[config.mk]
export PLATFORM = sky130hd
export DESIGN_NAME = drive_mode_controller_top_flat
export DESIGN_NICKNAME = d
export VERILOG_FILES = /design/src/dmc_pkg.sv /design/src/dmc_if.sv /design/src/drive_mode_controller_top.sv /design/src/flat_wrapper.sv
export SDC_FILE = /design/constraint.sdc
export NUM_CORES = 1
export LEC_CHECK = 0
export BUFFER_PORTS_ARGS = -buffer_cell sky130_fd_sc_hd__clkbuf_2
export CAP_MARGIN = 10
export CORE_UTILIZATION = 55
export CTS_CLUSTER_DIAMETER = 50
export DETAILED_ROUTE_END_ITERATION = 16
export PLACE_DENSITY = 0.75
export SLEW_MARGIN = 30
export SYNTH_ARGS = -nofsm -noshare
export SYNTH_HDL_FRONTEND = slang
export SYNTH_SLANG_ARGS = --single-unit
[constraint.sdc]
create_clock -name clk -period 15.65 [get_ports clk]
set_clock_uncertainty 0.2 [all_clocks]
set_input_delay 1.565 -clock clk [delete_from_list [all_inputs] [get_ports clk]]
set_output_delay 1.565 -clock clk [all_outputs]
set_load 0.01 [all_outputs]
[src/dmc_pkg.sv]
package dmc_pkg;

    typedef enum logic [1:0] {
        MODE_STOP  = 2'd0,
        MODE_RUN   = 2'd1,
        MODE_TUNE  = 2'd2,
        MODE_FAULT = 2'd3
    } mode_t;

    typedef enum logic [2:0] {
        CMD_TICK  = 3'd0,
        CMD_CLICK = 3'd1,
        CMD_LONG  = 3'd2,
        CMD_START = 3'd3,
        CMD_STOP  = 3'd4,
        CMD_SET   = 3'd5,
        CMD_TUNE  = 3'd6,
        CMD_CLEAR = 3'd7
    } cmd_t;

    localparam int LIMIT_WIDTH = 15;
    localparam int DRIVE_WIDTH = 16;
    localparam int LEN_WIDTH   = 8;

    localparam logic [LIMIT_WIDTH-1:0]        LIMIT_RESET    = 15'd1000;
    localparam logic signed [DRIVE_WIDTH-1:0] SPEED_RESET    = 16'sd300;
    localparam logic [LEN_WIDTH-1:0]          MIN_SET_LENGTH = 8'd4;

endpackage

[src/dmc_if.sv]
interface dmc_in_if #(
    parameter int SAMPLE_WIDTH = 16
);
    logic                          valid;
    logic                          ready;
    logic [2:0]                    command;
    logic                          estop_in;
    logic signed [SAMPLE_WIDTH-1:0] line_left;
    logic signed [SAMPLE_WIDTH-1:0] line_right;
    logic signed [SAMPLE_WIDTH-1:0] speed_meas;
    logic signed [15:0]            target_speed_in;
    logic signed [15:0]            target_turn_in;
    logic [7:0]                    payload_length;

    modport source (
        output valid, command, estop_in, line_left, line_right,
               speed_meas, target_speed_in, target_turn_in, payload_length,
        input  ready
    );

    modport sink (
        input  valid, command, estop_in, line_left, line_right,
               speed_meas, target_speed_in, target_turn_in, payload_length,
        output ready
    );
endinterface

interface dmc_out_if;
    logic               valid;
    logic               ready;
    logic [1:0]         mode;
    logic signed [15:0] left_drive;
    logic signed [15:0] right_drive;
    logic               buzzer;

    modport source (
        output valid, mode, left_drive, right_drive, buzzer,
        input  ready
    );

    modport sink (
        input  valid, mode, left_drive, right_drive, buzzer,
        output ready
    );
endinterface

[src/drive_mode_controller_top.sv]
// Drive mode controller (stop, run, tune, fault). One result per accepted
// event, carrying the mode and the held wheel drives and buzzer after that
// event. An event is captured in an input register, then processed by the
// mode logic and the drive mixer (adders plus a clamp against limit_reg)
// on its way into the result register; the updated state is the result,
// and one event per cycle is sustained while the result side keeps up.
// The result register holds while the sink stalls and the input register
// takes one more event behind it.
module drive_mode_controller_top #(
    parameter int SAMPLE_WIDTH = 16
) (
    input  logic                              clk,
    input  logic                              rst_n,
    input  logic                              cfg_wr_en,
    input  logic [dmc_pkg::LIMIT_WIDTH-1:0]   cfg_wr_data,
    dmc_in_if.sink                            cmd_ch,
    dmc_out_if.source                         res_ch
);

    localparam int CW = ((SAMPLE_WIDTH > dmc_pkg::DRIVE_WIDTH) ?
                         SAMPLE_WIDTH : dmc_pkg::DRIVE_WIDTH) + 3;

    logic [dmc_pkg::LIMIT_WIDTH-1:0] limit_reg;

    logic                           s1_valid_reg;
    dmc_pkg::cmd_t                  s1_cmd_reg;
    logic                           s1_estop_reg;
    logic signed [SAMPLE_WIDTH-1:0] s1_sl_reg;
    logic signed [SAMPLE_WIDTH-1:0] s1_sr_reg;
    logic signed [SAMPLE_WIDTH-1:0] s1_fb_reg;
    logic signed [15:0]             s1_tspd_reg;
    logic signed [15:0]             s1_tturn_reg;
    logic [7:0]                     s1_len_reg;

    logic                           out_valid_reg;
    dmc_pkg::mode_t                 mode_reg, mode_next;
    logic signed [15:0]             speed_reg, speed_next;
    logic signed [15:0]             turn_reg, turn_next;
    logic signed [15:0]             left_reg, left_next;
    logic signed [15:0]             right_reg, right_next;
    logic                           buzzer_reg, buzzer_next;

    logic                           advance;
    logic                           enter_en;
    dmc_pkg::mode_t                 enter_mode;
    dmc_pkg::mode_t                 tick_mode;
    logic signed [CW-1:0]           drive_w;
    logic signed [CW-1:0]           line_w;
    logic signed [CW-1:0]           left_w;
    logic signed [CW-1:0]           right_w;

    function automatic logic signed [15:0] clamp_lim(
        input logic signed [CW-1:0]           v,
        input logic [dmc_pkg::LIMIT_WIDTH-1:0] lim
    );
        logic signed [CW-1:0] pos;
        logic signed [CW-1:0] neg;
        pos = $signed({{(CW - dmc_pkg::LIMIT_WIDTH){1'b0}}, lim});
        neg = -pos;
        if (v < neg)
        begin
            return neg[15:0];
        end
        if (v > pos)
        begin
            return pos[15:0];
        end
        return v[15:0];
    endfunction

    assign advance      = s1_valid_reg && (!out_valid_reg || res_ch.ready);
    assign cmd_ch.ready = !s1_valid_reg || advance;

    assign res_ch.valid       = out_valid_reg;
    assign res_ch.mode        = mode_reg;
    assign res_ch.left_drive  = left_reg;
    assign res_ch.right_drive = right_reg;
    assign res_ch.buzzer      = buzzer_reg;

    always_comb
    begin
        drive_w = CW'(s1_fb_reg);
        drive_w = CW'(speed_reg) - drive_w;
        line_w  = CW'(s1_sl_reg) - CW'(s1_sr_reg);
        left_w  = drive_w - CW'(turn_reg) - line_w;
        right_w = drive_w + CW'(turn_reg) + line_w;
    end

    always_comb
    begin
        mode_next   = mode_reg;
        speed_next  = speed_reg;
        turn_next   = turn_reg;
        left_next   = left_reg;
        right_next  = right_reg;
        buzzer_next = buzzer_reg;
        enter_en    = 1'b0;
        enter_mode  = mode_reg;
        tick_mode   = s1_estop_reg ? dmc_pkg::MODE_FAULT : mode_reg;

        unique case (s1_cmd_reg)
            dmc_pkg::CMD_TICK:
            begin
                mode_next = tick_mode;
                if (tick_mode == dmc_pkg::MODE_RUN)
                begin
                    left_next   = clamp_lim(left_w, limit_reg);
                    right_next  = clamp_lim(right_w, limit_reg);
                    buzzer_next = 1'b0;
                end
                else
                begin
                    left_next   = '0;
                    right_next  = '0;
                    buzzer_next = (tick_mode == dmc_pkg::MODE_FAULT);
                end
            end
            dmc_pkg::CMD_CLICK:
            begin
                if (mode_reg == dmc_pkg::MODE_STOP)
                begin
                    enter_en   = 1'b1;
                    enter_mode = dmc_pkg::MODE_RUN;
                end
                else if (mode_reg != dmc_pkg::MODE_FAULT)
                begin
                    enter_en   = 1'b1;
                    enter_mode = dmc_pkg::MODE_STOP;
                end
            end
            dmc_pkg::CMD_LONG:
            begin
                enter_en   = (mode_reg != dmc_pkg::MODE_FAULT);
                enter_mode = dmc_pkg::MODE_TUNE;
            end
            dmc_pkg::CMD_START:
            begin
                enter_en   = 1'b1;
                enter_mode = dmc_pkg::MODE_RUN;
            end
            dmc_pkg::CMD_STOP:
            begin
                enter_en   = 1'b1;
                enter_mode = dmc_pkg::MODE_STOP;
            end
            dmc_pkg::CMD_SET:
            begin
                if (s1_len_reg >= dmc_pkg::MIN_SET_LENGTH)
                begin
                    speed_next = clamp_lim(CW'(s1_tspd_reg), limit_reg);
                    turn_next  = clamp_lim(CW'(s1_tturn_reg), limit_reg);
                end
            end
            dmc_pkg::CMD_TUNE:
            begin
                enter_en   = 1'b1;
                enter_mode = dmc_pkg::MODE_TUNE;
            end
            dmc_pkg::CMD_CLEAR:
            begin
                enter_en   = (mode_reg == dmc_pkg::MODE_FAULT);
                enter_mode = dmc_pkg::MODE_STOP;
            end
            default:
            begin
                enter_en = 1'b0;
            end
        endcase

        if (enter_en)
        begin
            mode_next   = enter_mode;
            buzzer_next = (enter_mode == dmc_pkg::MODE_FAULT);
            if (enter_mode != dmc_pkg::MODE_RUN)
            begin
                left_next  = '0;
                right_next = '0;
            end
        end
    end

    always_ff @(posedge clk or negedge rst_n)
    begin
        if (!rst_n)
        begin
            limit_reg <= dmc_pkg::LIMIT_RESET;
        end
        else if (cfg_wr_en)
        begin
            limit_reg <= cfg_wr_data;
        end
    end

    always_ff @(posedge clk or negedge rst_n)
    begin
        if (!rst_n)
        begin
            s1_valid_reg <= 1'b0;
        end
        else if (cmd_ch.ready)
        begin
            s1_valid_reg <= cmd_ch.valid;
        end
    end

    always_ff @(posedge clk)
    begin
        if (cmd_ch.valid && cmd_ch.ready)
        begin
            s1_cmd_reg   <= dmc_pkg::cmd_t'(cmd_ch.command);
            s1_estop_reg <= cmd_ch.estop_in;
            s1_sl_reg    <= cmd_ch.line_left;
            s1_sr_reg    <= cmd_ch.line_right;
            s1_fb_reg    <= cmd_ch.speed_meas;
            s1_tspd_reg  <= cmd_ch.target_speed_in;
            s1_tturn_reg <= cmd_ch.target_turn_in;
            s1_len_reg   <= cmd_ch.payload_length;
        end
    end

    always_ff @(posedge clk or negedge rst_n)
    begin
        if (!rst_n)
        begin
            out_valid_reg <= 1'b0;
            mode_reg      <= dmc_pkg::MODE_STOP;
            speed_reg     <= dmc_pkg::SPEED_RESET;
            turn_reg      <= '0;
            left_reg      <= '0;
            right_reg     <= '0;
            buzzer_reg    <= 1'b0;
        end
        else
        begin
            if (advance)
            begin
                out_valid_reg <= 1'b1;
                mode_reg      <= mode_next;
                speed_reg     <= speed_next;
                turn_reg      <= turn_next;
                left_reg      <= left_next;
                right_reg     <= right_next;
                buzzer_reg    <= buzzer_next;
            end
            else if (res_ch.ready)
            begin
                out_valid_reg <= 1'b0;
            end
        end
    end

endmodule

[src/flat_wrapper.sv]
// flat-port wrapper written by rule: the top's interface ports become plain ports
module drive_mode_controller_top_flat 
#(
    parameter int SAMPLE_WIDTH = 16
)
  (clk, rst_n, cfg_wr_en, cfg_wr_data, cmd_ch_valid, cmd_ch_command, cmd_ch_estop_in, cmd_ch_line_left, cmd_ch_line_right, cmd_ch_speed_meas, cmd_ch_target_speed_in, cmd_ch_target_turn_in, cmd_ch_payload_length, cmd_ch_ready, res_ch_valid, res_ch_mode, res_ch_left_drive, res_ch_right_drive, res_ch_buzzer, res_ch_ready);
  dmc_in_if #(.SAMPLE_WIDTH(SAMPLE_WIDTH)) cmd_ch_i ();
  dmc_out_if res_ch_i ();
  input  logic clk;
  input  logic rst_n;
  input  logic cfg_wr_en;
  input  logic [dmc_pkg::LIMIT_WIDTH-1:0] cfg_wr_data;
  input wire logic [$bits(cmd_ch_i.valid)-1:0] cmd_ch_valid;
  input wire logic [$bits(cmd_ch_i.command)-1:0] cmd_ch_command;
  input wire logic [$bits(cmd_ch_i.estop_in)-1:0] cmd_ch_estop_in;
  input wire logic [$bits(cmd_ch_i.line_left)-1:0] cmd_ch_line_left;
  input wire logic [$bits(cmd_ch_i.line_right)-1:0] cmd_ch_line_right;
  input wire logic [$bits(cmd_ch_i.speed_meas)-1:0] cmd_ch_speed_meas;
  input wire logic [$bits(cmd_ch_i.target_speed_in)-1:0] cmd_ch_target_speed_in;
  input wire logic [$bits(cmd_ch_i.target_turn_in)-1:0] cmd_ch_target_turn_in;
  input wire logic [$bits(cmd_ch_i.payload_length)-1:0] cmd_ch_payload_length;
  output wire logic [$bits(cmd_ch_i.ready)-1:0] cmd_ch_ready;
  output wire logic [$bits(res_ch_i.valid)-1:0] res_ch_valid;
  output wire logic [$bits(res_ch_i.mode)-1:0] res_ch_mode;
  output wire logic [$bits(res_ch_i.left_drive)-1:0] res_ch_left_drive;
  output wire logic [$bits(res_ch_i.right_drive)-1:0] res_ch_right_drive;
  output wire logic [$bits(res_ch_i.buzzer)-1:0] res_ch_buzzer;
  input wire logic [$bits(res_ch_i.ready)-1:0] res_ch_ready;
  assign cmd_ch_i.valid = cmd_ch_valid;
  assign cmd_ch_i.command = cmd_ch_command;
  assign cmd_ch_i.estop_in = cmd_ch_estop_in;
  assign cmd_ch_i.line_left = cmd_ch_line_left;
  assign cmd_ch_i.line_right = cmd_ch_line_right;
  assign cmd_ch_i.speed_meas = cmd_ch_speed_meas;
  assign cmd_ch_i.target_speed_in = cmd_ch_target_speed_in;
  assign cmd_ch_i.target_turn_in = cmd_ch_target_turn_in;
  assign cmd_ch_i.payload_length = cmd_ch_payload_length;
  assign cmd_ch_ready = cmd_ch_i.ready;
  assign res_ch_valid = res_ch_i.valid;
  assign res_ch_mode = res_ch_i.mode;
  assign res_ch_left_drive = res_ch_i.left_drive;
  assign res_ch_right_drive = res_ch_i.right_drive;
  assign res_ch_buzzer = res_ch_i.buzzer;
  assign res_ch_i.ready = res_ch_ready;
  drive_mode_controller_top #(.SAMPLE_WIDTH(SAMPLE_WIDTH)) u_core (.clk(clk), .rst_n(rst_n), .cfg_wr_en(cfg_wr_en), .cfg_wr_data(cfg_wr_data), .cmd_ch(cmd_ch_i), .res_ch(res_ch_i));
endmodule
Yosys cells after proc, flatten, opt, wreduce, memory -nomap -nowiden
Index checks and enable logic that the tools add are counted.
{ "word_totals": {"register_bits": 176, "input_bits": 112} }
{ "op_classes": {"add_sub_neg": 7, "n_lt_le_gt_ge": 9, "eq_ne": 13, "muxes": 66, "n_reduce_logical": 15} }
{ "op_table": {"columns": ["op", "n"], "rows": [
  ["$mux W16", 24],
  ["$gt A19 B16 Y1", 2],
  ["$lt A16 B19 Y1", 2],
  ["$lt A19 B19 Y1", 2],
  ["$mux W1", 35],
  ["$sub A16 B16 Y17", 2],
  ["$gt A16 B16 Y1", 2],
  ["$add A19 B19 Y19", 1],
  ["$neg A15 Y19", 1],
  ["$sub A19 B19 Y19", 1],
  ["$add A17 B16 Y18", 1],
  ["$sub A17 B16 Y18", 1],
  ["$eq A3 B3 Y1 const B", 4],
  ["$mux W2", 5],
  ["$ge A8 B3 Y1 const B", 1],
  ["$pmux W2 S4", 1],
  ["$eq A2 B2 Y1 const B", 3],
  ["$eq A3 B2 Y1 const B", 2],
  ["$pmux W1 S4", 1],
  ["$reduce_bool A2 Y1", 2],
  ["$reduce_or A2 Y1", 2],
  ["$eq A3 B1 Y1 const B", 1],
  ["$logic_not A3 Y1", 1],
  ["$reduce_and A3 Y1", 1],
  ["other kinds (9)", 12]
]} }

Logic depth before layout (Yosys ltp)
Gate-level depths: netlist of run 1.
{ "depth": {"depth_word": 16, "depth_mapped": 35, "depth_no_buf": 33} }

Least setup slack after synthesis of run 1
Ideal clock, no wire load.
{ "synth_path": {"path_type": "register to register", "startpoint": "register u_core.s1_fb_reg[0]", "endpoint": "register u_core.right_reg[5], in the netlist u_core.res_ch.right_drive[5]", "setup_time_ns": 0.136, "arrival_ns": 6.489, "path_slack_ns": 8.825, "path_stages_with_launch": 33, "path_buffers": 2, "cell_sequence": "edfxtp_1 -> ha_1 -> fa_1 -> nor2b_1 -> o21ai_0 -> a21boi_0 -> o21ai_0 -> a21oi_1 -> a21oi_1 -> xnor2_1 -> ha_1 -> clkbuf_1 -> nor2_1 -> a22o_1 -> a211o_1 -> a41oi_1 -> o21bai_1 -> a21oi_1 -> xnor2_1 -> ha_1 -> or4_1 -> o311a_1 -> o211ai_1 -> ha_1 -> nand4_1 -> nor2_1 -> o21ai_0 -> a211oi_1 -> a2bb2oi_1 -> nor2_1 -> clkbuf_1 -> a22oi_1 -> o21ai_0"} }
{ "synth_between": {"elab_chain_cells": 14} }
{ "synth_lines": {"columns": ["item", "line_no", "rtl"], "rows": [
  ["start: declaration", "drive_mode_controller_top.sv:30", "logic signed [SAMPLE_WIDTH-1:0] s1_fb_reg;"],
  ["start signal: assignment", "drive_mode_controller_top.sv:214", "s1_fb_reg <= cmd_ch.speed_meas;"],
  ["$sub A16 B16 Y17 (*)", "drive_mode_controller_top.sv:83", "drive_w = CW'(speed_reg) - drive_w;"],
  ["$add A17 B16 Y18 (*)", "drive_mode_controller_top.sv:86", "right_w = drive_w + CW'(turn_reg) + line_w;"],
  ["$add A19 B19 Y19 (*)", "drive_mode_controller_top.sv:86", null],
  ["$gt A19 B16 Y1", "drive_mode_controller_top.sv:64", "if (v > pos)"],
  ["$mux W1 (2 in a row)", "drive_mode_controller_top.sv:64", null],
  ["$mux W1", "drive_mode_controller_top.sv:105", "if (tick_mode == dmc_pkg::MODE_RUN)"],
  ["$mux W1", "drive_mode_controller_top.sv:101", "unique case (s1_cmd_reg)"],
  ["$mux W16", "drive_mode_controller_top.sv:68", "return v[15:0];"],
  ["$mux W16 (*)", "drive_mode_controller_top.sv:64", null],
  ["$mux W16 (*)", "drive_mode_controller_top.sv:105", null],
  ["$mux W16 (*)", "drive_mode_controller_top.sv:101", null],
  ["$mux W16", "drive_mode_controller_top.sv:174", "if (enter_mode != dmc_pkg::MODE_RUN)"],
  ["$mux W16 (*)", "drive_mode_controller_top.sv:170", "if (enter_en)"],
  ["end signal: assignment", "drive_mode_controller_top.sv:242", "right_reg <= right_next;"],
  ["end: declaration", "drive_mode_controller_top.sv:40", "logic signed [15:0] right_reg, right_next;"]
]} }
Every way passes the cells marked *; elsewhere a longest branch is shown, timed or not. The select of a mux whose other input is x is not followed.
A chain may end at the register's enable or synchronous reset.

Worst setup path after layout of run 1
{ "layout_path": {"startpoint": "register u_core.speed_reg[0]", "endpoint": "register u_core.right_reg[4], in the netlist u_core.res_ch.right_drive[4]"} }
{ "layout_between": {"elab_chain_cells": 14} }
{ "layout_lines": {"columns": ["item", "line_no", "rtl"], "rows": [
  ["start: declaration", "drive_mode_controller_top.sv:37", "logic signed [15:0] speed_reg, speed_next;"],
  ["start signal: assignment", "drive_mode_controller_top.sv:227", "speed_reg <= dmc_pkg::SPEED_RESET;"],
  ["start signal: assignment", "drive_mode_controller_top.sv:239", "speed_reg <= speed_next;"],
  ["$sub A16 B16 Y17 (*)", "drive_mode_controller_top.sv:83", null],
  ["$add A17 B16 Y18 (*)", "drive_mode_controller_top.sv:86", null],
  ["$add A19 B19 Y19 (*)", "drive_mode_controller_top.sv:86", null],
  ["$gt A19 B16 Y1", "drive_mode_controller_top.sv:64", null],
  ["$mux W1 (2 in a row)", "drive_mode_controller_top.sv:64", null],
  ["$mux W1", "drive_mode_controller_top.sv:105", null],
  ["$mux W1", "drive_mode_controller_top.sv:101", null],
  ["$mux W16", "drive_mode_controller_top.sv:68", null],
  ["$mux W16 (*)", "drive_mode_controller_top.sv:64", null],
  ["$mux W16 (*)", "drive_mode_controller_top.sv:105", null],
  ["$mux W16 (*)", "drive_mode_controller_top.sv:101", null],
  ["$mux W16", "drive_mode_controller_top.sv:174", null],
  ["$mux W16 (*)", "drive_mode_controller_top.sv:170", null]
]} }
Marked as above.

==> results of run 1 <==
## through the flow
| step | hold WS, ns | cell area, um2 | setup slack, ns | instances | util |
|---|---|---|---|---|---|
| finish | 0.2805 | 16790 | 7.295 | 2094 | 0.6231 |
| global route | 0.3147 | 16790 | 6.776 | 2094 | 0.6231 |
| CTS | 0.2875 | 16790 | 7.307 | 2094 | 0.6229 |
| detailed placement | 0.2715 | 16190 | 7.436 | 2062 | 0.6008 |
| global placement | 0.2633 | 16180 | 7.621 | 2062 | 0.6005 |
| floorplan | 0.2572 | 15100 | 8.825 | 1607 | - |
## layer usage
metal / GRT usage / share of wire
met2: 0.5132 / 0.46
met3: 0.03782 / 0.065
met5: 0 / 0
met1: 0.4297 / 0.45
met4: 0.1065 / 0.028
## critical path: cells and delay by family, from the launching register on
family,cells,cell delay (ns)
xor gates and xnor gates,2,0.38
buffers and inverters,3,0.38
AOI/OAI and AO/OA,14,3.94
DFF,1,0.34
and+or+nand+nor,7,1.45
adders and majority gates,5,1.57
## placed cells by master, fill, tap and decap left out, types with 29 or more instances in the layout
cell / netlist / routed
a21oi_1: 119 / 119
edfxtp_1: 90 / 90
ha_1: 239 / 239
a21o_1: 37 / 36
nor2b_1: 29 / 29
inv_1: 151 / 151
nor3_1: 34 / 34
o21ai_0: 97 / 97
xnor2_1: 75 / 75
nand2_1: 96 / 96
nor2_1: 80 / 78
nand3_1: 36 / 36
mux2i_1: 45 / 45
clkbuf_2: 0 / 145
dfrtp_1: 74 / 74
## layout make-up
cell class / instances / area, um2
sequential: 174 / 4817
multi-input combinational: 1243 / 9600
timing repair buffer: 153 / 785.8
inverter: 151 / 566.8
clock buffer: 18 / 439.2
fill: 2256 / 10160
clock inverter: 14 / 157.7
tap: 341 / 426.7
## path summary, 6_finish.rpt
kind / from / endpoint / slack (ns)
max: u_core.speed_reg[0]$_DFFE_PN0P_ / u_core.res_ch.right_drive[4]$_DFFE_PN0P_ / 7.29
min: u_core.res_ch.left_drive[15]$_DFFE_PN0P_ / u_core.res_ch.left_drive[15]$_DFFE_PN0P_ / 0.28
max reg2reg: u_core.speed_reg[0]$_DFFE_PN0P_ / u_core.res_ch.right_drive[4]$_DFFE_PN0P_ / 7.29
min reg2reg: u_core.res_ch.left_drive[15]$_DFFE_PN0P_ / u_core.res_ch.left_drive[15]$_DFFE_PN0P_ / 0.28
max in group asynchronous: rst_n / u_core.speed_reg[15]$_DFFE_PN0P_ / 13.36
min in group asynchronous: rst_n / u_core.limit_reg[2]$_DFFE_PN0P_ / 0.90
## synthesized netlist by cell type (all sizes together), types with 5 or more instances
library cell	number
o211ai	28
a211oi	16
dfrtp	74
or3	11
ha	239
and3	13
inv	151
o21bai	10
xnor2	75
o2111ai	7
a21oi	121
o21a	20
a31oi	9
nor3	35
nand2b	20
mux2	27
fa	6
a21o	37
nand3	36
xor2	20
buf	6
and2	5
nand2	96
nor2b	29
nor2	80
dfstp	10
edfxtp	90
a2111oi	8
mux2i	45
a22oi	28
o31ai	8
o21ai	108
nor3b	8
clkbuf	33
nand4	22
nor4	7
## logic make-up (layout without fill, tap and decap cells)
group / after synthesis / count (layout)
XOR/XNOR: 95 / 95
AND/OR/NAND/NOR: 379 / 379
adder cells (fa/ha/maj): 245 / 245
buffers and inverters: 190 / 336
multiplexers: 72 / 72
flip-flops: 174 / 174
AO/OA/AOI/OAI: 452 / 452
==> reports/results.ini, run 1 <==
[logic_synthesis]
synth_top_family_by_area = adder cells
yosys.area_share.simple = 0.1249
muxShareOfSynthArea = 0.04998
yosys_most_used_dff = edfxtp_1
synthAdderAreaFrac = 0.2060
netlist.area_leader.share = 0.1981
avgSynthCellArea_um2 = 9.395
yosysSeqAreaShare = 0.3191
async_flop_share = 0.4828
synth_compound_area_frac = 0.1968
syn_nets = 1964
ys_types = 78
synth-edff-count = 90
synthXorXnorAreaFrac = 0.05511
syn_inst = 1607
ys_warn_count = 0
synthTopCellsByArea = ha_1, edfxtp_1, dfrtp_1
syn_area_um2 = 15100
ys_ff_latch = 174
yosys.area.top_type = ha_1

[die]
die_area_um2 = 28110
pin_count = 149
die_w_um = 167.7
start_util = 0.5602
core_area_um2 = 26950
die_height_um = 167.7
num_rows = 60

[min_path]
hold_depth = 2
min_path_type = reg2reg

[outcome]
status = complete, no violations

[setup_path]
path_common_cell = o21ai_0
crit_path_max_incr_delay_ns = 0.51
crit_slowest_cell = a211oi_1
r2r_cells = 31
arrival_ns = 8.52
crit_path_max_fanout = 13
start_kind = flop
critical_path_class = reg2reg
worstSetupEndpointType = flop
required_ns = 15.82

[clock_tree]
cts_tree = yes
ctsResizeCount = 0
cts-root-buf = clkbuf_16
cts_buffers = 17
clock_latency_ns = 0.45
post_cts_buffers = 0
cts.htree.levels = 4
clk_pin_slew_ns = 0.07
cts.sinks = 174
cts.path.max_buffers = 2
hold_buffers = 0

[cells_and_area]
nNetsFinal = 2097
syn2layout_area_growth_pct = 11.24
drive_gt1_frac = 0.1415
diodes = 0

[grt]
grt_max_degree = 59
grt-ovfl-total = 0
grt_use_total = 0.3138
antenna_found_initial = 4
grt_pass1_wl_mm = 67.44
grt_pass1_vias = 12263

[placed_design]
port-buffer-count = 146
dp_hpwl_mm = 35.36
gp_congestion = 0.9829

[routing]
first_pass_iters = 5
viasPerCell = 6.173
wire_per_inst_um = 20.83
drc = 0
antenna_left = 0
drtIter0Drc = 1034
vias = 12926
wirelength_mm = 43.63

[sta]
fmax_mhz = 119.7
tns_ns = 0
grt_setup_unrepaired = no
fin_crit_ns = 8.355
slew_viol_final = 0
hold_violations = 0
slew-limit-headroom = 0.3248
setup_viol = 0
finalCritPeriodShare = 0.5339
tightest_slew_ns = 1.004

[flow_run]
max_cap_viol_count = 0

Power of run 1 is not shown: default switching activity piles up to over one toggle a cycle in this logic, so the estimate is an artifact.
==> inputs of run 2 (changes only) <==
clock period = 8.7 ns   (was 15.65 ns; I/O delays follow)
==> run 2 against run 1 <==
  * Sequential cell count unchanged
  * Worst hold slack worse by 0.094 ns
  * Sequential share of layout area up 0.062 points
  * Cell count up 0.14%
  * Utilization down 0.13 points
  * Global-route usage about the same
  * Register-to-register slack worse by 6.6 ns
  * Routed wire length down 0.77%
  * Fmax up 3.9%
  * Critical path type unchanged
==> reports/results.ini, run 2 (synthesis results as in run 1) <==
[outcome]
status = complete, no violations

[setup_path]
path_common_cell = ha_1
reg2reg_from = u_core.speed_reg[2]$_DFFE_PN1P_
critical_path_class = reg2reg
worstSetupEndpointType = flop
r2r_cells = 30
r2r-end = u_core.res_ch.right_drive[2]$_DFFE_PN0P_
arrival_ns = 8.20
start_kind = flop
path_buf_inv = 2
required_ns = 8.86
crit_slowest_cell = dfstp_2
cp_top_family = compound AO/OA/AOI/OAI gates
crit_path_max_incr_delay_ns = 0.59
r2r_slack_ns = 0.66
crit_path_max_fanout = 11

[min_path]
min_path_type = in2async

[die]
pin_count = 149
start_util = 0.5602
die_height_um = 167.7
die_w_um = 167.7
num_rows = 60
die_area_um2 = 28110
core_area_um2 = 26950

[routing]
wirelength_mm = 43.29
drtIter0Drc = 1301
antenna_left = 0
drc = 0
wire_per_inst_um = 20.64
viasPerCell = 6.143
first_pass_iters = 5
vias = 12881

[clock_tree]
ctsResizeCount = 0
hold_buffers = 0
cts_buffers = 17
cts.path.max_buffers = 2
cts_tree = yes
cts.htree.levels = 4
clock_latency_ns = 0.46
cts.sinks = 174
post_cts_buffers = 0
cts-root-buf = clkbuf_16
clk_pin_slew_ns = 0.08

[placed_design]
port-buffer-count = 146
dp_hpwl_mm = 34.90
gp_congestion = 1.020

[sta]
hold_violations = 0
slew_viol_final = 0
tns_ns = 0
fin_crit_ns = 8.044
setup_viol = 0
tightest_slew_ns = 0.9909
fmax_mhz = 124.3
finalCritPeriodShare = 0.9246
grt_setup_unrepaired = no
slew-limit-headroom = 0.3333

[cells_and_area]
multi_input_area_um2 = 9597
diodes = 0
nNetsFinal = 2100
syn2layout_area_growth_pct = 11.00
fillCellCount = 2262
final_cell_mix = ha_1, inv_1, clkbuf_2
seq_area_um2 = 4817
final_common_cell = ha_1
drive_gt1_frac = 0.1418

[grt]
antenna_found_initial = 1
grt_pass1_wl_mm = 67.54
grt_use_total = 0.3137
grt-ovfl-total = 0
grt_pass1_vias = 12463
grt_max_degree = 64

[flow_run]
max_cap_viol_count = 0

## run 2: final cells by class
cell class | count | share of cell area
clock inverter | 14 | 0.006720
clock buffer | 18 | 0.02561
tap | 341 | 0.02546
multi-input combinational | 1243 | 0.5727
inverter | 151 | 0.03382
timing repair buffer | 156 | 0.04823
sequential | 174 | 0.2875
## run 2: worst max path at each step
stage | cells after the start | start | endpoint
2_1_floorplan | 32 | u_core.s1_fb_reg[0]$_DFFE_PP_ | u_core.res_ch.right_drive[5]$_DFFE_PN0P_
3_3_place_gp | 31 | u_core.s1_fb_reg[0]$_DFFE_PP_ | u_core.res_ch.right_drive[2]$_DFFE_PN0P_
3_5_place_dp | 31 | u_core.speed_reg[2]$_DFFE_PN1P_ | u_core.res_ch.right_drive[2]$_DFFE_PN0P_
4_1_cts | 32 | u_core.speed_reg[0]$_DFFE_PN0P_ | u_core.res_ch.right_drive[2]$_DFFE_PN0P_
5_1_grt | 34 | u_core.speed_reg[0]$_DFFE_PN0P_ | u_core.res_ch.right_drive[2]$_DFFE_PN0P_
6_report | 30 | u_core.speed_reg[2]$_DFFE_PN1P_ | u_core.res_ch.right_drive[2]$_DFFE_PN0P_
## run 2: metrics by stage
stage / cells / util / hold WS, ns / instance area [um2] / setup WS [ns]
final: 2097 / 0.6218 / 0.1861 / 16760 / 0.6560
after global routing: 2097 / 0.6218 / 0.2327 / 16760 / 0.003195
after CTS: 2097 / 0.6216 / 0.2071 / 16750 / 0.6126
after detailed placement: 2065 / 0.6015 / 0.2899 / 16210 / 0.7179
after floorplan: 1607 / - / 0.2572 / 15100 / 1.875
after global placement: 2065 / 0.6014 / 0.2617 / 16210 / 0.8868
## run 2: routing by layer
layer	vias to the layer above	part of all wire	global-route usage
li1	6164	-	-
met1	6191	0.45	0.4233
met2	459	0.46	0.5101
met3	67	0.061	0.04609
met4	0	0.031	0.1157
met5	-	0	0
Power of run 2 is left out for the same reason.
